### config.mk
export PLATFORM = sky130hd
export DESIGN_NAME = job_table_engine_core
export DESIGN_NICKNAME = d
export VERILOG_FILES = /design/src/rtl/jte_pkg.sv /design/src/rtl/jte_cell.sv /design/src/rtl/job_table_engine_core.sv
export SDC_FILE = /design/constraint.sdc
export NUM_CORES = 2
export LEC_CHECK = 0
export BUFFER_PORTS_ARGS = -buffer_cell sky130_fd_sc_hd__buf_4
export CORE_MARGIN = 3
export CORE_UTILIZATION = 55
export DETAILED_ROUTE_END_ITERATION = 12
export PLACE_DENSITY = 0.83
export SLEW_MARGIN = 25
export SYNTH_ARGS = -nofsm -noshare
export SYNTH_HDL_FRONTEND = slang
export SYNTH_SLANG_ARGS = --single-unit
### constraint.sdc
create_clock -name clk -period 9 [get_ports clk]
set_input_delay 0.9 -clock clk [delete_from_list [all_inputs] [get_ports clk]]
set_output_delay 0.9 -clock clk [all_outputs]
set_load 0.01 [all_outputs]
### src/rtl/jte_pkg.sv
`timescale 1ns / 1ps
// Shared types and constants of the job table engine.
// No dependencies; used by jte_cell and job_table_engine_core.
package jte_pkg;

  localparam int TABLE_DEPTH = 16;

  localparam int CMD_W = 3;
  localparam int PID_W = 22;
  localparam int JID_W = 5;
  localparam int RS_W  = 2;
  localparam int STS_W = 2;

  // Command codes.
  localparam logic [CMD_W-1:0] CMD_ADD      = 3'd0;
  localparam logic [CMD_W-1:0] CMD_DEL_PID  = 3'd1;
  localparam logic [CMD_W-1:0] CMD_FIND_PID = 3'd2;
  localparam logic [CMD_W-1:0] CMD_FIND_JID = 3'd3;
  localparam logic [CMD_W-1:0] CMD_SET_PID  = 3'd4;
  localparam logic [CMD_W-1:0] CMD_SET_JID  = 3'd5;
  localparam logic [CMD_W-1:0] CMD_FG_QUERY = 3'd6;

  // Status codes.
  localparam logic [STS_W-1:0] STS_OK        = 2'd0;
  localparam logic [STS_W-1:0] STS_NOT_FOUND = 2'd1;
  localparam logic [STS_W-1:0] STS_FULL      = 2'd2;
  localparam logic [STS_W-1:0] STS_BAD_KEY   = 2'd3;

  // Run state codes.
  localparam logic [RS_W-1:0] RUN_FG = 2'd1;

  // Operation broadcast to every cell for the whole scan.
  typedef struct packed {
    logic [CMD_W-1:0] cmd;
    logic [PID_W-1:0] pid;
    logic [JID_W-1:0] jid;
    logic [RS_W-1:0]  rs;
    logic [JID_W-1:0] next_jid;
  } op_t;

  // Scan token handed from cell to cell.
  typedef struct packed {
    logic             valid;
    logic             found;
    logic [PID_W-1:0] pid;
    logic [JID_W-1:0] jid;
    logic [RS_W-1:0]  rs;
    logic [JID_W-1:0] max_jid;
  } token_t;

endpackage

### src/rtl/jte_cell.sv
`timescale 1ns / 1ps
// One table entry of the job table engine, with its share of the scan.
// Depends on jte_pkg for the operation and token types.
module jte_cell (
  input  logic            clk,
  input  logic            rst_n,
  input  jte_pkg::op_t    op,
  input  jte_pkg::token_t tok_in,
  output jte_pkg::token_t tok_out
);

  logic [jte_pkg::PID_W-1:0] pid_r;
  logic [jte_pkg::JID_W-1:0] jid_r;
  logic [jte_pkg::RS_W-1:0]  rs_r;
  logic [jte_pkg::PID_W-1:0] pid_nxt;
  logic [jte_pkg::JID_W-1:0] jid_nxt;
  logic [jte_pkg::RS_W-1:0]  rs_nxt;
  jte_pkg::token_t           tok_r;
  jte_pkg::token_t           tok_nxt;
  logic                      match;
  logic                      hit;

  always_comb begin
    case (op.cmd)
      jte_pkg::CMD_ADD:      match = (pid_r == '0);
      jte_pkg::CMD_DEL_PID,
      jte_pkg::CMD_FIND_PID,
      jte_pkg::CMD_SET_PID:  match = (pid_r == op.pid);
      jte_pkg::CMD_FIND_JID,
      jte_pkg::CMD_SET_JID:  match = (jid_r == op.jid);
      jte_pkg::CMD_FG_QUERY: match = (rs_r == jte_pkg::RUN_FG);
      default:               match = 1'b0;
    endcase
  end

  // Only the first matching entry along the chain takes the operation.
  assign hit = tok_in.valid && !tok_in.found && match;

  always_comb begin
    pid_nxt = pid_r;
    jid_nxt = jid_r;
    rs_nxt  = rs_r;
    if (hit) begin
      case (op.cmd)
        jte_pkg::CMD_ADD: begin
          pid_nxt = op.pid;
          jid_nxt = op.next_jid;
          rs_nxt  = op.rs;
        end
        jte_pkg::CMD_DEL_PID: begin
          pid_nxt = '0;
          jid_nxt = '0;
          rs_nxt  = '0;
        end
        jte_pkg::CMD_SET_PID,
        jte_pkg::CMD_SET_JID: begin
          rs_nxt = op.rs;
        end
        default: begin
          rs_nxt = rs_r;
        end
      endcase
    end
  end

  always_comb begin
    tok_nxt       = tok_in;
    tok_nxt.found = tok_in.found || hit;
    if (hit) begin
      // A delete reports the entry as it was; everything else as it becomes.
      if (op.cmd == jte_pkg::CMD_DEL_PID) begin
        tok_nxt.pid = pid_r;
        tok_nxt.jid = jid_r;
        tok_nxt.rs  = rs_r;
      end else begin
        tok_nxt.pid = pid_nxt;
        tok_nxt.jid = jid_nxt;
        tok_nxt.rs  = rs_nxt;
      end
    end
    if (jid_nxt > tok_in.max_jid) begin
      tok_nxt.max_jid = jid_nxt;
    end
  end

  always_ff @(posedge clk) begin
    if (!rst_n) begin
      pid_r       <= '0;
      jid_r       <= '0;
      rs_r        <= '0;
      tok_r.valid <= 1'b0;
    end else begin
      pid_r <= pid_nxt;
      jid_r <= jid_nxt;
      rs_r  <= rs_nxt;
      tok_r <= tok_nxt;
    end
  end

  assign tok_out = tok_r;

endmodule

### src/rtl/job_table_engine_core.sv
`timescale 1ns / 1ps
// Top level of the job table engine: command control, next-job-id counter
// and the chain of entry cells. Depends on jte_pkg and jte_cell.
//
// Usage:
// The input channel (in_valid/in_ready) carries one command per transfer:
// in_command, in_proc_id, in_job_id and in_run_state. The result channel
// (out_valid/out_ready) carries exactly one result per command: out_status,
// out_proc_id, out_job_id and out_state; the entry fields are zero unless
// the status is ok.
// The table lives in a row of TABLE_DEPTH cells, one entry per cell. A
// command that needs the table sends a token down the row; each cell
// compares its entry in the cycle the token passes, the first match acts,
// and the token also gathers the largest job id left for a delete. Each
// cell registers the token, so a scanning command's result passes the
// start register, every cell register, the holding state and the output
// register. A command rejected up front (a key of zero or an unused
// command code) skips the scan and goes straight to the holding state.
// One command is handled at a time; in_ready is high only while the engine
// is idle, and it returns once the result is in the output register, so the
// next command can start while that result still waits for its transfer.
// If the receiver stalls, a finished result waits in a holding state until
// the output register is free. Reset empties every entry, sets the job id
// counter to one and leaves both channels empty.
module job_table_engine_core (
  input  logic                      clk,
  input  logic                      rst_n,
  input  logic                      in_valid,
  output logic                      in_ready,
  input  logic [jte_pkg::CMD_W-1:0] in_command,
  input  logic [jte_pkg::PID_W-1:0] in_proc_id,
  input  logic [jte_pkg::JID_W-1:0] in_job_id,
  input  logic [jte_pkg::RS_W-1:0]  in_run_state,
  output logic                      out_valid,
  input  logic                      out_ready,
  output logic [jte_pkg::STS_W-1:0] out_status,
  output logic [jte_pkg::PID_W-1:0] out_proc_id,
  output logic [jte_pkg::JID_W-1:0] out_job_id,
  output logic [jte_pkg::RS_W-1:0]  out_state
);

  localparam logic [1:0] S_IDLE = 2'd0;
  localparam logic [1:0] S_SCAN = 2'd1;
  localparam logic [1:0] S_HOLD = 2'd2;

  logic [1:0]                state_r;
  logic [jte_pkg::CMD_W-1:0] cmd_r;
  logic [jte_pkg::PID_W-1:0] key_pid_r;
  logic [jte_pkg::JID_W-1:0] key_jid_r;
  logic [jte_pkg::RS_W-1:0]  rs_r;
  logic [jte_pkg::JID_W-1:0] next_jid_r;
  logic                      start_r;

  // Result waiting for the output register.
  logic [jte_pkg::STS_W-1:0] res_sts_r;
  logic [jte_pkg::PID_W-1:0] res_pid_r;
  logic [jte_pkg::JID_W-1:0] res_jid_r;
  logic [jte_pkg::RS_W-1:0]  res_rs_r;

  logic                      out_valid_r;
  logic [jte_pkg::STS_W-1:0] out_sts_r;
  logic [jte_pkg::PID_W-1:0] out_pid_r;
  logic [jte_pkg::JID_W-1:0] out_jid_r;
  logic [jte_pkg::RS_W-1:0]  out_rs_r;

  jte_pkg::op_t    op;
  jte_pkg::token_t tok [jte_pkg::TABLE_DEPTH+1];
  jte_pkg::token_t tok_end;

  logic                      in_fire;
  logic                      out_free;
  logic                      pid_key_cmd;
  logic                      jid_key_cmd;
  logic                      bad_key;
  logic [jte_pkg::JID_W-1:0] jid_inc;

  assign in_ready = (state_r == S_IDLE);
  assign in_fire  = in_valid && in_ready;
  assign out_free = !out_valid_r || out_ready;

  assign pid_key_cmd = (in_command == jte_pkg::CMD_ADD) ||
                       (in_command == jte_pkg::CMD_DEL_PID) ||
                       (in_command == jte_pkg::CMD_FIND_PID) ||
                       (in_command == jte_pkg::CMD_SET_PID);
  assign jid_key_cmd = (in_command == jte_pkg::CMD_FIND_JID) ||
                       (in_command == jte_pkg::CMD_SET_JID);
  assign bad_key = (pid_key_cmd && (in_proc_id == '0)) ||
                   (jid_key_cmd && (in_job_id == '0));

  assign jid_inc = next_jid_r + jte_pkg::JID_W'(1);

  assign op.cmd      = cmd_r;
  assign op.pid      = key_pid_r;
  assign op.jid      = key_jid_r;
  assign op.rs       = rs_r;
  assign op.next_jid = next_jid_r;

  // The token enters the first cell for one cycle, clean.
  always_comb begin
    tok[0]         = '0;
    tok[0].valid   = start_r;
  end

  for (genvar g = 0; g < jte_pkg::TABLE_DEPTH; g++) begin : g_cell
    jte_cell u_cell (
      .clk     (clk),
      .rst_n   (rst_n),
      .op      (op),
      .tok_in  (tok[g]),
      .tok_out (tok[g+1])
    );
  end

  assign tok_end = tok[jte_pkg::TABLE_DEPTH];

  always_ff @(posedge clk) begin
    if (!rst_n) begin
      state_r     <= S_IDLE;
      start_r     <= 1'b0;
      next_jid_r  <= jte_pkg::JID_W'(1);
      out_valid_r <= 1'b0;
    end else begin
      // In the hold state a result refills the output register in the same
      // cycle the old one leaves, so valid is only dropped elsewhere.
      if (out_valid_r && out_ready && (state_r != S_HOLD)) begin
        out_valid_r <= 1'b0;
      end
      case (state_r)
        S_IDLE: begin
          if (in_fire) begin
            cmd_r     <= in_command;
            key_pid_r <= in_proc_id;
            key_jid_r <= in_job_id;
            rs_r      <= in_run_state;
            res_pid_r <= '0;
            res_jid_r <= '0;
            res_rs_r  <= '0;
            if (bad_key) begin
              res_sts_r <= jte_pkg::STS_BAD_KEY;
              state_r   <= S_HOLD;
            end else if (pid_key_cmd || jid_key_cmd ||
                         (in_command == jte_pkg::CMD_FG_QUERY)) begin
              start_r <= 1'b1;
              state_r <= S_SCAN;
            end else begin
              // Unused command code: nothing to look at.
              res_sts_r <= jte_pkg::STS_NOT_FOUND;
              state_r   <= S_HOLD;
            end
          end
        end
        S_SCAN: begin
          // The token start is a single-cycle pulse.
          start_r <= 1'b0;
          if (tok_end.valid) begin
            state_r <= S_HOLD;
            if (tok_end.found) begin
              res_sts_r <= jte_pkg::STS_OK;
              res_pid_r <= tok_end.pid;
              res_jid_r <= tok_end.jid;
              res_rs_r  <= tok_end.rs;
              if (cmd_r == jte_pkg::CMD_ADD) begin
                if (32'(jid_inc) > 32'(jte_pkg::TABLE_DEPTH)) begin
                  next_jid_r <= jte_pkg::JID_W'(1);
                end else begin
                  next_jid_r <= jid_inc;
                end
              end else if (cmd_r == jte_pkg::CMD_DEL_PID) begin
                next_jid_r <= tok_end.max_jid + jte_pkg::JID_W'(1);
              end
            end else if (cmd_r == jte_pkg::CMD_ADD) begin
              res_sts_r <= jte_pkg::STS_FULL;
            end else begin
              res_sts_r <= jte_pkg::STS_NOT_FOUND;
            end
          end
        end
        S_HOLD: begin
          if (out_free) begin
            out_valid_r <= 1'b1;
            out_sts_r   <= res_sts_r;
            out_pid_r   <= res_pid_r;
            out_jid_r   <= res_jid_r;
            out_rs_r    <= res_rs_r;
            state_r     <= S_IDLE;
          end
        end
        default: begin
          state_r <= S_IDLE;
        end
      endcase
    end
  end

  assign out_valid   = out_valid_r;
  assign out_status  = out_sts_r;
  assign out_proc_id = out_pid_r;
  assign out_job_id  = out_jid_r;
  assign out_state   = out_rs_r;

endmodule
==> results.md <==
* Status: finished clean
* Hold buffer count at CTS at 0
* Synth cell types at 76
* Prevailing post-synth register cell: edfxtp_1
* Clock-pin slew on the worst setup and hold paths at 0.07 ns
* Compound-Gate Fraction of Synth Area at 15.9%
* Relative slew margins at 27.4%
* Leakage at 24.5 nW
* Die W at 331 microns
* Mean number of vias per cell at 6.46
* Clock Latency Late Sink at 0.72 ns
* Die height at 331 microns
* Power per cell area at 183 mW/mm^2
* Crit. End Element: flop
* WL final at 169000 microns
* Clk sink count at 1143
* CP Class: reg -> reg
* Synth Register Bits at 1143
* Final min period at 5.26 ns
* Drt first pass iters at 8
* Layout cells sized above 1 at 10.4%
* Syn. warnings at 0
* Vias at 43269
* Req. time, crit path at 9.43 ns
* Post-DP HPWL at 116000 microns
* Net Count, Synth at 5469
* Site row count at 118
* Final Max Tran Viols at 0
* Setup-failing EPs final at 0
* Mapped Cells at 5356
* Resized Gates After CTS at 0
* Iter 0 DRT Violations at 5898
* TritonCTS clock tree: done
* Synth Area in Adders at 1.65%
* Peak Freq at 190 MHz
* Unrepaired setup endpoints after global routing: no
* CP cell instances: buf_4 > xor2_1 > o21a_4 > nand3_1 > nor4_2 > buf_4 > o21a_4 > a21o_1 > ha_1 > nor2b_1 > o21a_1 > o21ai_0 > a21oi_1 > buf_2 > nor2_1 > a211o_1
* DRC errors left at 0
* Non-filler cells, final at 6698
* Max FO, Critical Path at 42
* Critical Path AT at 5.69 ns
* Initial antenna violation count at 1
* Layout area overhead at 8.27%
* Max cap viols at 0
* Root buf cell: clkbuf_16
* First-pass GRT wire length at 255000 microns
* Hold Crit Class: in -> reg
* Critical path's largest stage delay at 0.59 ns
* Mux cell area share after synthesis at 9.77%
* Vias in the first global route at 42541
* Postcts setup bufs at 0
* Largest family of logic cells by synthesized area: compound AO/OA/AOI/OAI gates
* Hold depth at 1
* Fin. Hold Viols at 0
* RD Place Congestion at 0.971
* Post-route ant nets at 0
* Initial Utilization at 55.9%
* Post-Synth Simple-Gate Area at 7.93%
* CTS buffer count at 116
* Synth Cell Area at 0.0582 sq mm
* Setup TNS at 0 ns
* Slew @ Worst Pin at 1.09 ns
* Maximum VDD drop at 0.000167 V
* Largest net degree at the start of global routing at 207
* Dpl cells at 6471
* I/O pin cnt at 69
* Core area at 0.104 sq mm
* GRT Util Overall at 29.5%
* DIE AREA at 0.110 sq mm
* Period utilisation layout at 58.5%
* Mean Syn Cell Area at 10.9 sq um
* Final nets at 5325
* R2R cell count at 16
* Clock Path Buffers at 3
* Synth Area in XOR/XNOR at 6.60%
* CP startpoint kind: flop
* Overflow after GRT at 0
* Slowest stage cell, crit path: o21a_4
* Wirelength per Cell at 25.2 microns
* Post-synth EDFFs at 654
* Buffers on Ports at 68
* Post-synthesis sequential area ratio at 50.5%
* Async set-reset flop share out of synthesis at 0%
* H-tree levels at 3
* Worst Skew at 0.0476 ns
sequential cells by signal, indices dropped and copies added, names as in the netlist, 3 cells and up:
signal,flops
out_job_id,5
g_cell.u_cell.tok_out,576
out_proc_id,22
g_cell.u_cell.jid_r,80
key_jid_r,5
cmd_r,3
g_cell.u_cell.pid_r,352
key_pid_r,22
res_pid_r,22
next_jid_r,5
g_cell.u_cell.rs_r,32
res_jid_r,5
cells in the final DEF, fill, tap and decap left out, types with 30 or more instances in the layout:
master,instances
o41ai_1,30
edfxtp_1,654
a21oi_1,428
buf_4,171
a32o_1,32
nand3_1,84
xor2_1,313
nand4_1,56
o21ai_0,221
nand2_1,202
mux2_2,68
and2_1,75
mux2i_1,452
nor2b_1,36
nor2_1,109
dfxtp_1,489
inv_1,508
a21o_1,61
clkbuf_16,121
a22o_1,289
xnor2_1,123
nor4_1,153
a31oi_1,42
ha_1,77
through the flow:
| stage | area [sq um] | power [mW] | hold WS (ns) | util, % | setup slack (ns) |
|---|---|---|---|---|---|
| final | 63100 | 11.5 | 0.364 | 60.5 | 3.74 |
| after global routing | 63100 | 11.9 | 0.357 | 60.5 | 3.51 |
| after CTS | 63000 | 11.5 | 0.336 | 60.4 | 3.68 |
| after detailed placement | 59000 | 6.59 | 0.405 | 56.6 | 3.75 |
| after global placement | 58900 | 6.56 | 0.400 | 56.5 | 3.47 |
| after floorplan | 58200 | 6.32 | 0.400 | - | 4.83 |
worst paths after layout:
path              slack (ns)           start                     endpoint
hold / removal          0.36  in_proc_id[21]                key_pid_r[21]
setup reg to reg        3.74        cmd_r[0]  g_cell[7].u_cell.tok_out[2]
hold reg to reg         0.42   res_pid_r[20]              out_proc_id[20]
setup / recovery        3.74        cmd_r[0]  g_cell[7].u_cell.tok_out[2]
cells by family after synthesis:
logic type               count (synthesis)
adder cells (fa/ha/maj)                 77
buffers and inverters                  952
AND/OR/NAND/NOR                        860
XOR/XNOR                               437
AO/OA/AOI/OAI                         1338
flip-flops                            1143
multiplexers                           549
metal layers:
metal	share of wire, %	track usage, %	vias up
li1	-	-	19058
met1	39	38.7	21138
met2	47	47.5	2535
met3	9.2	4.66	538
met4	5.2	14.9	0
met5	0	0	-
critical path, delay by kind of cell (launching register included):
family	cells	cell delay, ns
fa+ha+maj	1	0.13
buf+inv	3	1.03
xor+xnor	1	0.23
compound gates	7	2.07
simple gates	4	0.89
flops	1	0.58
report_power, final:
group / total, mW / internal [mW] / switching [mW]
combinational: 0.729 / 0.228 / 0.500
clock: 5.05 / 2.91 / 2.14
sequential: 5.78 / 5.71 / 0.0606
final cells by class:
class / instances / area, sq um
antenna: 2 / 5.00
clock buffer: 165 / 3380
clock inverter: 57 / 609
fill: 8219 / 41200
inverter: 510 / 1920
multi-input combinational: 3261 / 24500
sequential: 1143 / 29400
tap: 1380 / 1730
timing repair buffer: 180 / 1450
cell usage after synthesis, types with 56 or more instances:
| cell | number | share of area, % |
|---|---|---|
| a21o_1 | 61 | 0.79 |
| a21oi_1 | 433 | 3.7 |
| a22o_1 | 289 | 4.3 |
| and2_1 | 84 | 0.90 |
| buf_2 | 65 | 0.56 |
| buf_4 | 77 | 0.99 |
| buf_6 | 62 | 1.2 |
| clkbuf_1 | 231 | 1.5 |
| dfxtp_1 | 489 | 17 |
| edfxtp_1 | 654 | 34 |
| ha_1 | 77 | 1.7 |
| inv_1 | 509 | 3.3 |
| mux2_2 | 68 | 1.3 |
| mux2i_1 | 452 | 7.8 |
| nand2_1 | 202 | 1.3 |
| nand3_1 | 84 | 0.72 |
| nand4_1 | 56 | 0.60 |
| nor2_1 | 117 | 0.75 |
| nor4_1 | 153 | 1.6 |
| o21ai_0 | 221 | 1.9 |
| xnor2_1 | 123 | 1.8 |
| xor2_1 | 313 | 4.7 |
Power figures use the tool's default switching activity.
